## src/rtl/galg_pkg.sv

```systemverilog
// Shared types and constants for the axis label generator.
// No dependencies; imported by every module of the block.
`timescale 1ns / 1ps
`default_nettype none
package galg_pkg;

    localparam int VAL_W   = 16;   // axis values
    localparam int PIX_W   = 12;   // pixel offsets and axis length
    localparam int LBL_W   = 6;    // max_labels register
    localparam int NUM_W   = 28;   // divider numerator
    localparam int DEN_W   = 16;   // divider denominator
    localparam int V_W     = 18;   // running label value, may pass max by one step
    localparam int CFG_W   = 12;   // configuration data width
    localparam int MAX_MIDS = 60;  // cap on labels between min and max

    typedef enum logic {
        CFG_MAX_LABELS   = 1'b0,
        CFG_PIXEL_LENGTH = 1'b1
    } t_cfg_idx;

    // candidate steps per order (10000 .. 1): 5o, 2o, o, o/2, o/5
    localparam logic [15:0] STEP_TAB [5][5] = '{
        '{16'd50000, 16'd20000, 16'd10000, 16'd5000, 16'd2000},
        '{16'd5000,  16'd2000,  16'd1000,  16'd500,  16'd200},
        '{16'd500,   16'd200,   16'd100,   16'd50,   16'd20},
        '{16'd50,    16'd20,    16'd10,    16'd5,    16'd2},
        '{16'd5,     16'd2,     16'd1,     16'd1,    16'd1}
    };

    typedef struct packed {
        logic                    err;
        logic signed [VAL_W-1:0] lo;
        logic signed [VAL_W-1:0] hi;
        logic [VAL_W-1:0]        range;
        logic [VAL_W-1:0]        step;
        logic signed [V_W-1:0]   first;
    } t_job;

endpackage
`default_nettype wire

```

## src/rtl/graph_axis_label_generator.sv

```systemverilog
// Axis label generator top level: configuration registers, job queue, front and back end.
// Depends on galg_pkg, galg_front and galg_back.
`timescale 1ns / 1ps
`default_nettype none
// An axis (min, max) transaction taken by the front end is worked through in steps
// (an error axis leaves after the check that finds it): it finds the order of the range,
// tries the candidate steps coarse to fine with one multiply and one compare for each,
// and runs the 28-bit divider for the first multiple.
// Jobs then wait in a two-entry queue for the back end, which emits min, each multiple
// (at most 60 of them) and max; every label between them is scaled by the one-bit-a-cycle
// divider, which divides (v - min) * pixel_length by the range. A range below one,
// or no step within max_labels, gives a single result with error and last set.
// Configuration writes take effect at once and are expected only while the block is idle.
module graph_axis_label_generator import galg_pkg::*; (
    input  wire logic                    i_clk,
    input  wire logic                    i_rst_n,
    input  wire logic                    i_cfg_we,
    input  wire logic                    i_cfg_index,
    input  wire logic [CFG_W-1:0]        i_cfg_data,
    input  wire logic                    i_in_valid,
    output logic                         o_in_ready,
    input  wire logic signed [VAL_W-1:0] i_min_value,
    input  wire logic signed [VAL_W-1:0] i_max_value,
    output logic                         o_out_valid,
    input  wire logic                    i_out_ready,
    output logic signed [VAL_W-1:0]      o_label_value,
    output logic [PIX_W-1:0]             o_pixel_offset,
    output logic                         o_error,
    output logic                         o_last
);
    logic [LBL_W-1:0] r_max_labels;
    logic [PIX_W-1:0] r_pixel_length;

    // two-entry job queue between the halves
    t_job       r_q_mem [2];
    logic       r_q_wr;
    logic       r_q_rd;
    logic [1:0] r_q_count;

    logic       w_push;
    logic       w_pop;
    t_job       w_job;
    logic       w_full;

    always_ff @(posedge i_clk) begin
        if (!i_rst_n) begin
            r_max_labels   <= 6'd10;
            r_pixel_length <= 12'd512;
        end else if (i_cfg_we) begin
            unique case (t_cfg_idx'(i_cfg_index))
                CFG_MAX_LABELS:   r_max_labels   <= i_cfg_data[LBL_W-1:0];
                CFG_PIXEL_LENGTH: r_pixel_length <= i_cfg_data[PIX_W-1:0];
                default:          r_max_labels   <= r_max_labels;
            endcase
        end
    end

    assign w_full = (r_q_count == 2'd2);

    always_ff @(posedge i_clk) begin
        if (!i_rst_n) begin
            r_q_wr    <= 1'b0;
            r_q_rd    <= 1'b0;
            r_q_count <= '0;
        end else begin
            if (w_push) begin
                r_q_mem[r_q_wr] <= w_job;
                r_q_wr          <= ~r_q_wr;
            end
            if (w_pop) r_q_rd <= ~r_q_rd;
            if (w_push && !w_pop)      r_q_count <= r_q_count + 2'd1;
            else if (w_pop && !w_push) r_q_count <= r_q_count - 2'd1;
        end
    end

    galg_front u_front (
        .i_clk       (i_clk),
        .i_rst_n     (i_rst_n),
        .i_in_valid  (i_in_valid),
        .o_in_ready  (o_in_ready),
        .i_min_value (i_min_value),
        .i_max_value (i_max_value),
        .i_max_labels(r_max_labels),
        .i_full      (w_full),
        .o_push      (w_push),
        .o_job       (w_job)
    );

    galg_back u_back (
        .i_clk         (i_clk),
        .i_rst_n       (i_rst_n),
        .i_job_valid   (r_q_count != 2'd0),
        .i_job         (r_q_mem[r_q_rd]),
        .o_pop         (w_pop),
        .i_pixel_length(r_pixel_length),
        .o_out_valid   (o_out_valid),
        .i_out_ready   (i_out_ready),
        .o_label_value (o_label_value),
        .o_pixel_offset(o_pixel_offset),
        .o_error       (o_error),
        .o_last        (o_last)
    );

    a_q_bound: assert property (@(posedge i_clk) disable iff (!i_rst_n)
        r_q_count != 2'd3)
        else $error("job queue overfilled");

    a_err_form: assert property (@(posedge i_clk) disable iff (!i_rst_n)
        o_out_valid && o_error |-> o_last && o_label_value == '0 && o_pixel_offset == '0)
        else $error("malformed error result");

    a_pix_bound: assert property (@(posedge i_clk) disable iff (!i_rst_n)
        o_out_valid && !o_error |-> o_pixel_offset <= r_pixel_length)
        else $error("pixel offset beyond axis length");

    a_no_push_full: assert property (@(posedge i_clk) disable iff (!i_rst_n)
        w_full |-> !w_push)
        else $error("push into full queue");
endmodule
`default_nettype wire

```

## src/rtl/galg_div.sv

```systemverilog
// Radix-2 restoring divider, one quotient bit per cycle.
// Depends on galg_pkg for its widths.
`timescale 1ns / 1ps
`default_nettype none
module galg_div import galg_pkg::*; (
    input  wire logic             i_clk,
    input  wire logic             i_rst_n,
    input  wire logic             i_start,
    input  wire logic [NUM_W-1:0] i_num,
    input  wire logic [DEN_W-1:0] i_den,
    output logic                  o_done,
    output logic [NUM_W-1:0]      o_quot,
    output logic [DEN_W-1:0]      o_rem
);
    logic             r_busy;
    logic             r_done;
    logic [4:0]       r_cnt;
    logic [NUM_W-1:0] r_q;
    logic [DEN_W-1:0] r_r;
    logic [DEN_W-1:0] r_den;
    logic [DEN_W:0]   w_trial;
    logic [DEN_W:0]   w_diff;
    logic             w_ge;

    assign w_trial = {r_r, r_q[NUM_W-1]};
    assign w_diff  = w_trial - {1'b0, r_den};
    assign w_ge    = (w_trial >= {1'b0, r_den});

    always_ff @(posedge i_clk) begin
        if (!i_rst_n) begin
            r_busy <= 1'b0;
            r_done <= 1'b0;
            r_cnt  <= '0;
        end else begin
            r_done <= 1'b0;
            if (i_start) begin
                r_busy <= 1'b1;
                r_cnt  <= 5'(NUM_W - 1);
                r_q    <= i_num;
                r_r    <= '0;
                r_den  <= i_den;
            end else if (r_busy) begin
                r_r <= w_ge ? w_diff[DEN_W-1:0] : w_trial[DEN_W-1:0];
                r_q <= {r_q[NUM_W-2:0], w_ge};
                if (r_cnt == '0) begin
                    r_busy <= 1'b0;
                    r_done <= 1'b1;
                end else begin
                    r_cnt <= r_cnt - 5'd1;
                end
            end
        end
    end

    assign o_done = r_done;
    assign o_quot = r_q;
    assign o_rem  = r_r;
endmodule
`default_nettype wire

```

## src/rtl/galg_front.sv

```systemverilog
// Front end: takes an axis, finds its order and tick step and the first multiple.
// Depends on galg_pkg and galg_div.
`timescale 1ns / 1ps
`default_nettype none
module galg_front import galg_pkg::*; (
    input  wire logic                    i_clk,
    input  wire logic                    i_rst_n,
    input  wire logic                    i_in_valid,
    output logic                         o_in_ready,
    input  wire logic signed [VAL_W-1:0] i_min_value,
    input  wire logic signed [VAL_W-1:0] i_max_value,
    input  wire logic [LBL_W-1:0]        i_max_labels,
    input  wire logic                    i_full,
    output logic                         o_push,
    output t_job                         o_job
);
    typedef enum logic [2:0] {
        F_IDLE, F_ORDER, F_MUL, F_TEST, F_DIV_GO, F_DIV_WAIT, F_PUSH
    } t_fstate;

    t_fstate                 r_state;
    logic signed [VAL_W-1:0] r_lo;
    logic signed [VAL_W-1:0] r_hi;
    logic signed [VAL_W:0]   r_range;
    logic [2:0]              r_k;
    logic [2:0]              r_j;
    logic [22:0]             r_prod;
    logic [VAL_W-1:0]        r_step;
    logic                    r_err;
    logic signed [V_W-1:0]   r_first;

    logic [VAL_W-1:0] w_cand;
    logic [2:0]       w_last_j;
    logic [VAL_W-1:0] w_abs;
    logic [VAL_W-1:0] w_mod;
    logic             w_done;
    logic [NUM_W-1:0] w_quot;
    logic [DEN_W-1:0] w_rem;

    assign w_cand   = STEP_TAB[r_k][r_j];
    assign w_last_j = (r_k == 3'd4) ? 3'd2 : 3'd4;
    assign w_abs    = r_lo[VAL_W-1] ? 16'(~r_lo + 16'sd1) : 16'(r_lo);
    // floor modulo from the magnitude remainder
    assign w_mod    = (!r_lo[VAL_W-1] || w_rem == '0) ? w_rem : r_step - w_rem;

    galg_div u_div (
        .i_clk  (i_clk),
        .i_rst_n(i_rst_n),
        .i_start(r_state == F_DIV_GO),
        .i_num  (NUM_W'(w_abs)),
        .i_den  (r_step),
        .o_done (w_done),
        .o_quot (w_quot),
        .o_rem  (w_rem)
    );

    always_ff @(posedge i_clk) begin
        if (!i_rst_n) begin
            r_state <= F_IDLE;
        end else begin
            unique case (r_state)
                F_IDLE: begin
                    if (i_in_valid) begin
                        r_lo    <= i_min_value;
                        r_hi    <= i_max_value;
                        r_range <= {i_max_value[VAL_W-1], i_max_value}
                                 - {i_min_value[VAL_W-1], i_min_value};
                        r_err   <= 1'b0;
                        r_state <= F_ORDER;
                    end
                end
                F_ORDER: begin
                    r_j <= '0;
                    if (r_range[VAL_W] || r_range == '0) begin
                        r_err   <= 1'b1;
                        r_state <= F_PUSH;
                    end else begin
                        if (r_range >= 17'sd10000)     r_k <= 3'd0;
                        else if (r_range >= 17'sd1000) r_k <= 3'd1;
                        else if (r_range >= 17'sd100)  r_k <= 3'd2;
                        else if (r_range >= 17'sd10)   r_k <= 3'd3;
                        else                           r_k <= 3'd4;
                        r_state <= F_MUL;
                    end
                end
                F_MUL: begin
                    r_prod  <= 23'(w_cand) * 23'({1'b0, i_max_labels} + 7'd1);
                    r_state <= F_TEST;
                end
                F_TEST: begin
                    // too many steps when range >= step * (max_labels + 1)
                    if ({7'd0, r_range[VAL_W-1:0]} >= r_prod) begin
                        if (r_j == '0) begin
                            r_err   <= 1'b1;
                            r_state <= F_PUSH;
                        end else begin
                            r_state <= F_DIV_GO;
                        end
                    end else begin
                        r_step <= w_cand;
                        if (r_j == w_last_j) begin
                            r_state <= F_DIV_GO;
                        end else begin
                            r_j     <= r_j + 3'd1;
                            r_state <= F_MUL;
                        end
                    end
                end
                F_DIV_GO: begin
                    r_state <= F_DIV_WAIT;
                end
                F_DIV_WAIT: begin
                    if (w_done) begin
                        r_first <= V_W'(r_lo) - V_W'(signed'({2'b00, w_mod}))
                                 + V_W'(signed'({2'b00, r_step}));
                        r_state <= F_PUSH;
                    end
                end
                F_PUSH: begin
                    if (!i_full) r_state <= F_IDLE;
                end
                default: r_state <= F_IDLE;
            endcase
        end
    end

    assign o_in_ready  = (r_state == F_IDLE);
    assign o_push      = (r_state == F_PUSH) && !i_full;
    assign o_job.err   = r_err;
    assign o_job.lo    = r_lo;
    assign o_job.hi    = r_hi;
    assign o_job.range = r_range[VAL_W-1:0];
    assign o_job.step  = r_step;
    assign o_job.first = r_first;
endmodule
`default_nettype wire

```

## src/rtl/galg_back.sv

```systemverilog
// Back end: walks the tick multiples of a job and emits the label transactions.
// Depends on galg_pkg and galg_div.
`timescale 1ns / 1ps
`default_nettype none
module galg_back import galg_pkg::*; (
    input  wire logic             i_clk,
    input  wire logic             i_rst_n,
    input  wire logic             i_job_valid,
    input  t_job                  i_job,
    output logic                  o_pop,
    input  wire logic [PIX_W-1:0] i_pixel_length,
    output logic                  o_out_valid,
    input  wire logic             i_out_ready,
    output logic [VAL_W-1:0]      o_label_value,
    output logic [PIX_W-1:0]      o_pixel_offset,
    output logic                  o_error,
    output logic                  o_last
);
    typedef enum logic [3:0] {
        B_IDLE, B_ERR, B_FIRST, B_CHECK, B_MUL, B_DIV_GO, B_DIV_WAIT, B_EMIT, B_LAST
    } t_bstate;

    t_bstate               r_state;
    t_job                  r_job;
    logic signed [V_W-1:0] r_v;
    logic [5:0]            r_cnt;
    logic [NUM_W-1:0]      r_prod;
    logic [PIX_W-1:0]      r_quot;
    logic                  r_ov;
    logic [VAL_W-1:0]      r_label;
    logic [PIX_W-1:0]      r_off;
    logic                  r_err;
    logic                  r_last;

    logic                  w_slot;
    logic                  w_emit;
    logic [VAL_W-1:0]      w_diff;
    logic signed [V_W-1:0] w_hi;
    logic                  w_done;
    logic [NUM_W-1:0]      w_quot;
    logic [DEN_W-1:0]      w_rem;

    assign w_slot = !r_ov || i_out_ready;
    // a label is loaded into the output register this cycle
    assign w_emit = w_slot && (r_state == B_ERR || r_state == B_FIRST
                               || r_state == B_EMIT || r_state == B_LAST);
    assign w_hi   = V_W'(r_job.hi);
    assign w_diff = VAL_W'(r_v - V_W'(r_job.lo));

    galg_div u_div (
        .i_clk  (i_clk),
        .i_rst_n(i_rst_n),
        .i_start(r_state == B_DIV_GO),
        .i_num  (r_prod),
        .i_den  (r_job.range),
        .o_done (w_done),
        .o_quot (w_quot),
        .o_rem  (w_rem)
    );

    always_ff @(posedge i_clk) begin
        if (!i_rst_n) begin
            r_state <= B_IDLE;
            r_ov    <= 1'b0;
        end else begin
            r_ov <= w_emit || (r_ov && !i_out_ready);
            unique case (r_state)
                B_IDLE: begin
                    if (i_job_valid) begin
                        r_job   <= i_job;
                        r_state <= i_job.err ? B_ERR : B_FIRST;
                    end
                end
                B_ERR: begin
                    if (w_slot) begin
                        r_label <= '0; r_off <= '0;
                        r_err <= 1'b1; r_last <= 1'b1;
                        r_state <= B_IDLE;
                    end
                end
                B_FIRST: begin
                    if (w_slot) begin
                        r_label <= r_job.lo; r_off <= '0;
                        r_err <= 1'b0; r_last <= 1'b0;
                        r_v   <= r_job.first;
                        r_cnt <= '0;
                        r_state <= B_CHECK;
                    end
                end
                B_CHECK: begin
                    if (r_v < w_hi && r_cnt < 6'(MAX_MIDS)) r_state <= B_MUL;
                    else                                     r_state <= B_LAST;
                end
                B_MUL: begin
                    r_prod  <= NUM_W'(w_diff) * NUM_W'(i_pixel_length);
                    r_state <= B_DIV_GO;
                end
                B_DIV_GO: r_state <= B_DIV_WAIT;
                B_DIV_WAIT: begin
                    if (w_done) begin
                        r_quot  <= w_quot[PIX_W-1:0];
                        r_state <= B_EMIT;
                    end
                end
                B_EMIT: begin
                    if (w_slot) begin
                        r_label <= r_v[VAL_W-1:0]; r_off <= r_quot;
                        r_err <= 1'b0; r_last <= 1'b0;
                        r_v   <= r_v + V_W'(signed'({2'b00, r_job.step}));
                        r_cnt <= r_cnt + 6'd1;
                        r_state <= B_CHECK;
                    end
                end
                B_LAST: begin
                    if (w_slot) begin
                        r_label <= r_job.hi; r_off <= i_pixel_length;
                        r_err <= 1'b0; r_last <= 1'b1;
                        r_state <= B_IDLE;
                    end
                end
                default: r_state <= B_IDLE;
            endcase
        end
    end

    assign o_pop          = (r_state == B_IDLE) && i_job_valid;
    assign o_out_valid    = r_ov;
    assign o_label_value  = r_label;
    assign o_pixel_offset = r_off;
    assign o_error        = r_err;
    assign o_last         = r_last;
endmodule
`default_nettype wire
```

## config.mk

```make
export PLATFORM = sky130hd
export DESIGN_NAME = graph_axis_label_generator
export DESIGN_NICKNAME = d
export VERILOG_FILES = /design/src/rtl/galg_pkg.sv /design/src/rtl/graph_axis_label_generator.sv /design/src/rtl/galg_div.sv /design/src/rtl/galg_front.sv /design/src/rtl/galg_back.sv
export SDC_FILE = /design/constraint.sdc
export NUM_CORES = 2
export LEC_CHECK = 0
export ABC_AREA = 1
export BUFFER_PORTS_ARGS = -buffer_cell sky130_fd_sc_hd__buf_2
export CORE_ASPECT_RATIO = 0.9
export CORE_MARGIN = 2
export CORE_UTILIZATION = 51
export CTS_CLUSTER_SIZE = 8
export DETAILED_ROUTE_END_ITERATION = 10
export GPL_ROUTABILITY_DRIVEN = 0
export PLACE_DENSITY = 0.78
export SYNTH_ARGS = -nofsm -noshare
export SYNTH_HDL_FRONTEND = slang
export SYNTH_SLANG_ARGS = --single-unit
export TNS_END_PERCENT = 1
```

## constraint.sdc

```tcl
create_clock -name i_clk -period 9.4 [get_ports i_clk]
set_input_delay 0.94 -clock i_clk [delete_from_list [all_inputs] [get_ports i_clk]]
set_output_delay 0.94 -clock i_clk [all_outputs]
set_load 0.005 [all_outputs]
```

# ---- After elaboration in Yosys (flattened, before gate mapping)
# Memories as Yosys holds them, arrays and structs flattened. A register that Yosys moved wholly into a read port is not among the register bits.
# Cells that the tools add are included.
dict set report totals {
  input_bits 50
  regBits 453
  output_inout_bits 32
  memories 2
  mem_bits_rw 166
  mem_bits_ro 640
}
# memory words word_bits rd rd_ports_with_merged_regs write_ports line
set mem_list {}
lappend mem_list {{(no name shown)} 8 80 1 0 0 galg_front.sv:40} ;# assign w_cand = STEP_TAB[r_k][r_j];
lappend mem_list {r_q_mem 2 83 1 1 1 graph_axis_label_generator.sv:35} ;# t_job r_q_mem [2];
dict set report op_classes {
  eq_ne 37
  add_sub_neg 16
  order_cmp 11
  mux 82
  n_reduce_logical 75
  n_mul 2
  bitwise_logic 13
}
# operator n
set ops {}
lappend ops {{16-bit two-way mux} 13}
lappend ops {{80-bit two-way mux} 2}
lappend ops {{28-bit two-way mux} 3}
lappend ops {{16-bit one-hot mux with 4 select lines} 1}
lappend ops {{16-bit subtractor} 4}
lappend ops {{16-bit binary-select mux with 3-bit select} 1}
lappend ops {{18-bit by 17-bit adder with 18-bit output} 2}
lappend ops {{12-bit two-way mux} 3}
lappend ops {{18-bit two-way mux} 2}
lappend ops {{12-bit one-hot mux with 3 select lines} 1}
lappend ops {{18-bit one-hot mux with 2 select lines} 1}
lappend ops {{17-bit by 16-bit greater-or-equal comparator with 1-bit output} 2}
lappend ops {{3-bit two-way mux} 10}
lappend ops {{5-bit two-way mux} 6}
lappend ops {{16-bit by 12-bit multiplier with 28-bit output} 1}
lappend ops {{4-bit one-hot mux with 7 select lines} 1}
lappend ops {{2-bit by 1-bit inequality test with 1-bit output, second input constant} 12}
lappend ops {{2-bit AND reduction} 12}
lappend ops {{16-bit by 23-bit greater-or-equal comparator with 1-bit output} 1}
lappend ops {{16-bit by 23-bit multiplier with 23-bit output} 1}
lappend ops {{3-bit one-hot mux with 7 select lines} 1}
lappend ops {{3-bit AND reduction} 7}
lappend ops {{1-bit two-way mux} 20}
lappend ops {{4-bit two-way mux} 5}
lappend ops {{other kinds (51)} 124}

# ---- Depth between registers and ports, before layout
dict set report depth {
  depth_word 8
  depth_mapped 31
  mapped_depth_nobuf 30
}

# ---- Modules after synthesis
# A second synthesis with hierarchy kept.
dict set report hier_totals {
  hier_cells 4256
  hier_area_um2 41444.7
}
# mod cells_each area_each_um2 instances
set by_module_without_submodules {}
lappend by_module_without_submodules {galg_back 1499 14511.4 1}
lappend by_module_without_submodules {galg_front 1376 11787.6 1}
lappend by_module_without_submodules {galg_div 504 3977.6 2}
lappend by_module_without_submodules {graph_axis_label_generator 373 7190.6 1}

# ---- Worst setup path before layout
# Ideal clock, no wire load.
dict set report synth_path {
  path_kind {input-to-reg}
  startpoint {input port i_rst_n}
  endpoint {memory r_q_mem[1][0] (netlist bit) (enable)}
  setup_ns 0.626
  arrival_ns 6.910
  slack_ns 1.864
  n_path_buf 1
  cell_stages 3
  cell_sequence {inv_2 -> buf_1 -> nor3_1}
}
dict set report synth_between {
  elab_chain_cells 2
}
# item line
set synth_lines {}
lappend synth_lines {{from (decl)} graph_axis_label_generator.sv:16} ;# input wire logic i_rst_n,
lappend synth_lines {{1-bit two-way mux} graph_axis_label_generator.sv:61} ;# if (!i_rst_n) begin
lappend synth_lines {{1-bit two-way mux (not written as such)} graph_axis_label_generator.sv:67} ;# r_q_mem[r_q_wr] <= w_job;
lappend synth_lines {{to (decl)} graph_axis_label_generator.sv:35}
# No other way between the ends.

# ---- Worst setup path after layout
dict set report layout_path {
  startpoint {register u_back.r_v[0]}
  endpoint {register u_back.r_prod[22], data pin}
}
dict set report layout_between {
  elab_chain_cells 2
}
# item line
set layout_lines {}
lappend layout_lines {{from (decl)} galg_back.sv:25} ;# logic signed [V_W-1:0] r_v;
lappend layout_lines {{from (signal assigned)} galg_back.sv:85} ;# r_v <= r_job.first;
lappend layout_lines {{from (signal assigned)} galg_back.sv:109} ;# r_v <= r_v + V_W'(signed'({2'b00, r_job.step}));
lappend layout_lines {{16-bit subtractor} galg_back.sv:48} ;# assign w_diff = VAL_W'(r_v - V_W'(r_job.lo));
lappend layout_lines {{16-bit by 12-bit multiplier with 28-bit output} galg_back.sv:95} ;# r_prod <= NUM_W'(w_diff) * NUM_W'(i_pixel_length);
lappend layout_lines {{to (signal assigned)} galg_back.sv:95}
lappend layout_lines {{to (decl)} galg_back.sv:27} ;# logic [NUM_W-1:0] r_prod;
# No other way between the ends.
# A chain may end at the register's enable or synchronous reset.

==> metrics.txt <==
final design utilization=56.9%; Fin. Hold Viols=0; total track usage=24.4%; FF-to-FF path depth=22; status=finished clean; Worst-Skew Late Latency=660 ps; Cells after Synth=3958; Total Nets Final=4627; First DRT Iteration DRCs=2683; final instance area=44200 um2; R2R Path End=u_back.r_prod[22]; pin count of the biggest net entering global routing=71; synth warn=0; Setup CP Type=reg -> reg; Rows=97; Yosys top cell area share=43.3%; Detail Placement HPWL=73200 um; slowest CP cell=xor2_1; I/O pin cnt=82; cell taking the most area after synthesis=edfxtp_1; Via density=5.56; area grow syn2layout=10.7%; worst min-delay path class=reg -> reg; initial antenna violation count=3; Least-Margin Pin Slew=1220 ps; Synth Cell Area=39900 um2; pre-CTS WS=2590 ps; Leak=19.1 nW; Core Area=77700 um2; flop2flop setup slack=2530 ps; post-synthesis async set-or-reset flop share=0%; required time of the critical path=9780 ps; via count=28735; vias in the first global route=28986; CTS Buf Count=88; Net Count, Synth=4507; most frequent cells after synthesis=nand2_1, inv_1, edfxtp_1; Worst Path Max Fanout=9; setup TNS=0 ps; die area=80500 um2; Tmin final=6870 ps; worst path arrival time=7250 ps; TritonCTS clock tree=done; grt ovf=0; Die Span Y=269 um; Die Span X=299 um; Peak VDD IR=410 uV; post-cts resize count=0; Main synth FF type=edfxtp_1; Pre-Repair DR Iteration Count=7; critical path capture point type=flop; post-CTS setup buffers=0; top-count cell post-synth=nand2_1; Sink Count=620; clk_skew=67.9 ps; Root Buffer=clkbuf_16; crit share post-route=73.1%; # port buffers=81; sequential area share after synthesis=45.5%; unrepaired setup endpoints after global routing=false; total number of H-tree levels=3; EDFF count, synth=575; Reg clk slew, reported paths=60 ps; total power density per cell area=294 nW/um2; crit path cell chain=inv_1 -> ha_1 -> fa_1 -> o21ai_2 -> xor2_1 -> inv_1 -> nor2_1 -> fa_1 -> fa_1 -> fa_1 -> fa_1 -> inv_1 -> fa_1 -> inv_1 -> ha_1 -> a21oi_1 -> inv_1 -> a31oi_1 -> o21ai_0 -> a21oi_1 -> o21bai_1 -> xor2_1; Yosys reg bits=620; Initial Util=51.4%; Clock Tree Buf Depth=3; top cells by area, synth=edfxtp_1, fa_1, ha_1; Worst Setup SP=u_back.r_v[0]; critical path's most frequent cell=fa_1; hold-fix buffers at CTS=0; routed len/inst=18.8 um; first-pass GRT wire length=154000 um; share of layout cells above drive strength 1=9.06%; synthesized area per cell=10.1 um2; Hold Slack=413 ps; reg-to-reg critical path startpoint=u_back.r_v[0]; slew margin rel.=18.4%; PnR worst setup slack=2530 ps; fmax=146 MHz; Setup crit end=u_back.r_prod[22]; placed cell area=41600 um2; crit start category=flop; post-synthesis cell type count=70; Pins Over Slew Limit=0; post-route ant nets=0; WL final=97300 um; Setup-failing EPs final=0; max cap viols=0; Critical Path Max Stage Delay=680 ps; DR DRC count=0
kinds of logic after synthesis:
kind of cell    synth area share, %
compound gates                 8.18
xor+xnor                       3.24
fa+ha+maj                      20.0
buf+inv                        6.99
flops                          45.5
mux                            2.34
simple gates                   13.7
cell type report:
type                       count  area (um2)
fill                        6367       33500
multi-input combinational   2603       19000
sequential                   620       18200
inverter                     659        2470
clock buffer                 131        2360
tap                         1039        1300
timing repair buffer         106         593
clock inverter                 9         238
antenna                        1        2.50
where the power goes:
group	internal (mW)	switching, mW
combinational	2.30	4.01
clock	1.77	1.21
sequential	3.54	0.157
worst max-delay path: cells and delay by family (launching register included):
kind | cells | cell delay (ps)
AO/OA/AOI/OAI | 6 | 1130
XOR/XNOR | 2 | 840
buffers and inverters | 5 | 430
adder cells (fa/ha/maj) | 8 | 3680
AND/OR/NAND/NOR | 1 | 170
flip-flops | 1 | 370
cell usage in the layout, fill, tap and decap left out, types with 16 or more instances in the layout:
master       n
a21oi_1    210
a31oi_1     25
buf_2       81
buf_4       25
clkbuf_1    43
clkbuf_16   88
dfxtp_1     44
edfxtp_1   575
fa_1       231
ha_1       268
inv_1      646
mux2_2      82
nand2_1    737
nand3_1    110
nand4_1     34
nor2_1     325
nor3_1      41
o21ai_0    185
o21bai_1    16
o221ai_1    17
xnor2_1     43
xor2_1      94
registers in the layout, summed over array words and instances, names as in the netlist, 6 cells and up, named ones only:
signal                 flops
r_max_labels               6
u_back.r_job              82
u_front.r_hi              16
u_front.r_step            16
u_back.u_div.r_den        16
u_front.r_first           18
u_front.r_prod            23
u_back.u_div.o_rem        16
u_back.o_pixel_offset     12
u_back.r_cnt               6
r_pixel_length            12
u_front.u_div.r_den       16
u_back.o_label_value      16
u_front.r_range           17
r_q_mem                  166
u_back.r_prod             28
u_back.u_div.o_quot       28
u_front.r_lo              16
u_back.r_quot             12
u_back.r_v                18
u_front.u_div.o_quot      28
u_front.u_div.o_rem       16
per-stage QoR:
| stage | std cells | power, mW |
|---|---|---|
| floorplan | 3958 | 8.45 |
| global placement | 5027 | 9.80 |
| detailed placement | 5027 | 10.0 |
| CTS | 5167 | 13.0 |
| global route | 5168 | 14.0 |
| finish | 5168 | 13.0 |
how the worst min path moves through the flow:
stage	from	end	slack (ps)	cells after the start
6_report	u_back.r_job[38]	u_back.u_div.r_den[4]	410	0
5_1_grt	u_back.r_job[38]	u_back.u_div.r_den[4]	420	0
4_1_cts	u_back.r_job[38]	u_back.u_div.r_den[4]	410	0
3_5_place_dp	u_back.r_job[38]	u_back.u_div.r_den[4]	400	0
3_3_place_gp	u_back.r_job[48]	u_back.u_div.r_den[14]	400	0
2_1_floorplan	u_back.r_job[34]	u_back.u_div.r_den[0]	400	0
per-layer routing:
layer	GRT usage, %	up-vias	wire [um]	part of all wire (%)
li1	-	13398	-	-
met1	31.6	13800	39500	41
met5	0	-	12	0.012
met2	38.8	1229	44200	45
met3	6.10	306	9010	9.3
met4	11.1	2	4530	4.7
(Power assumes the default switching activity.)
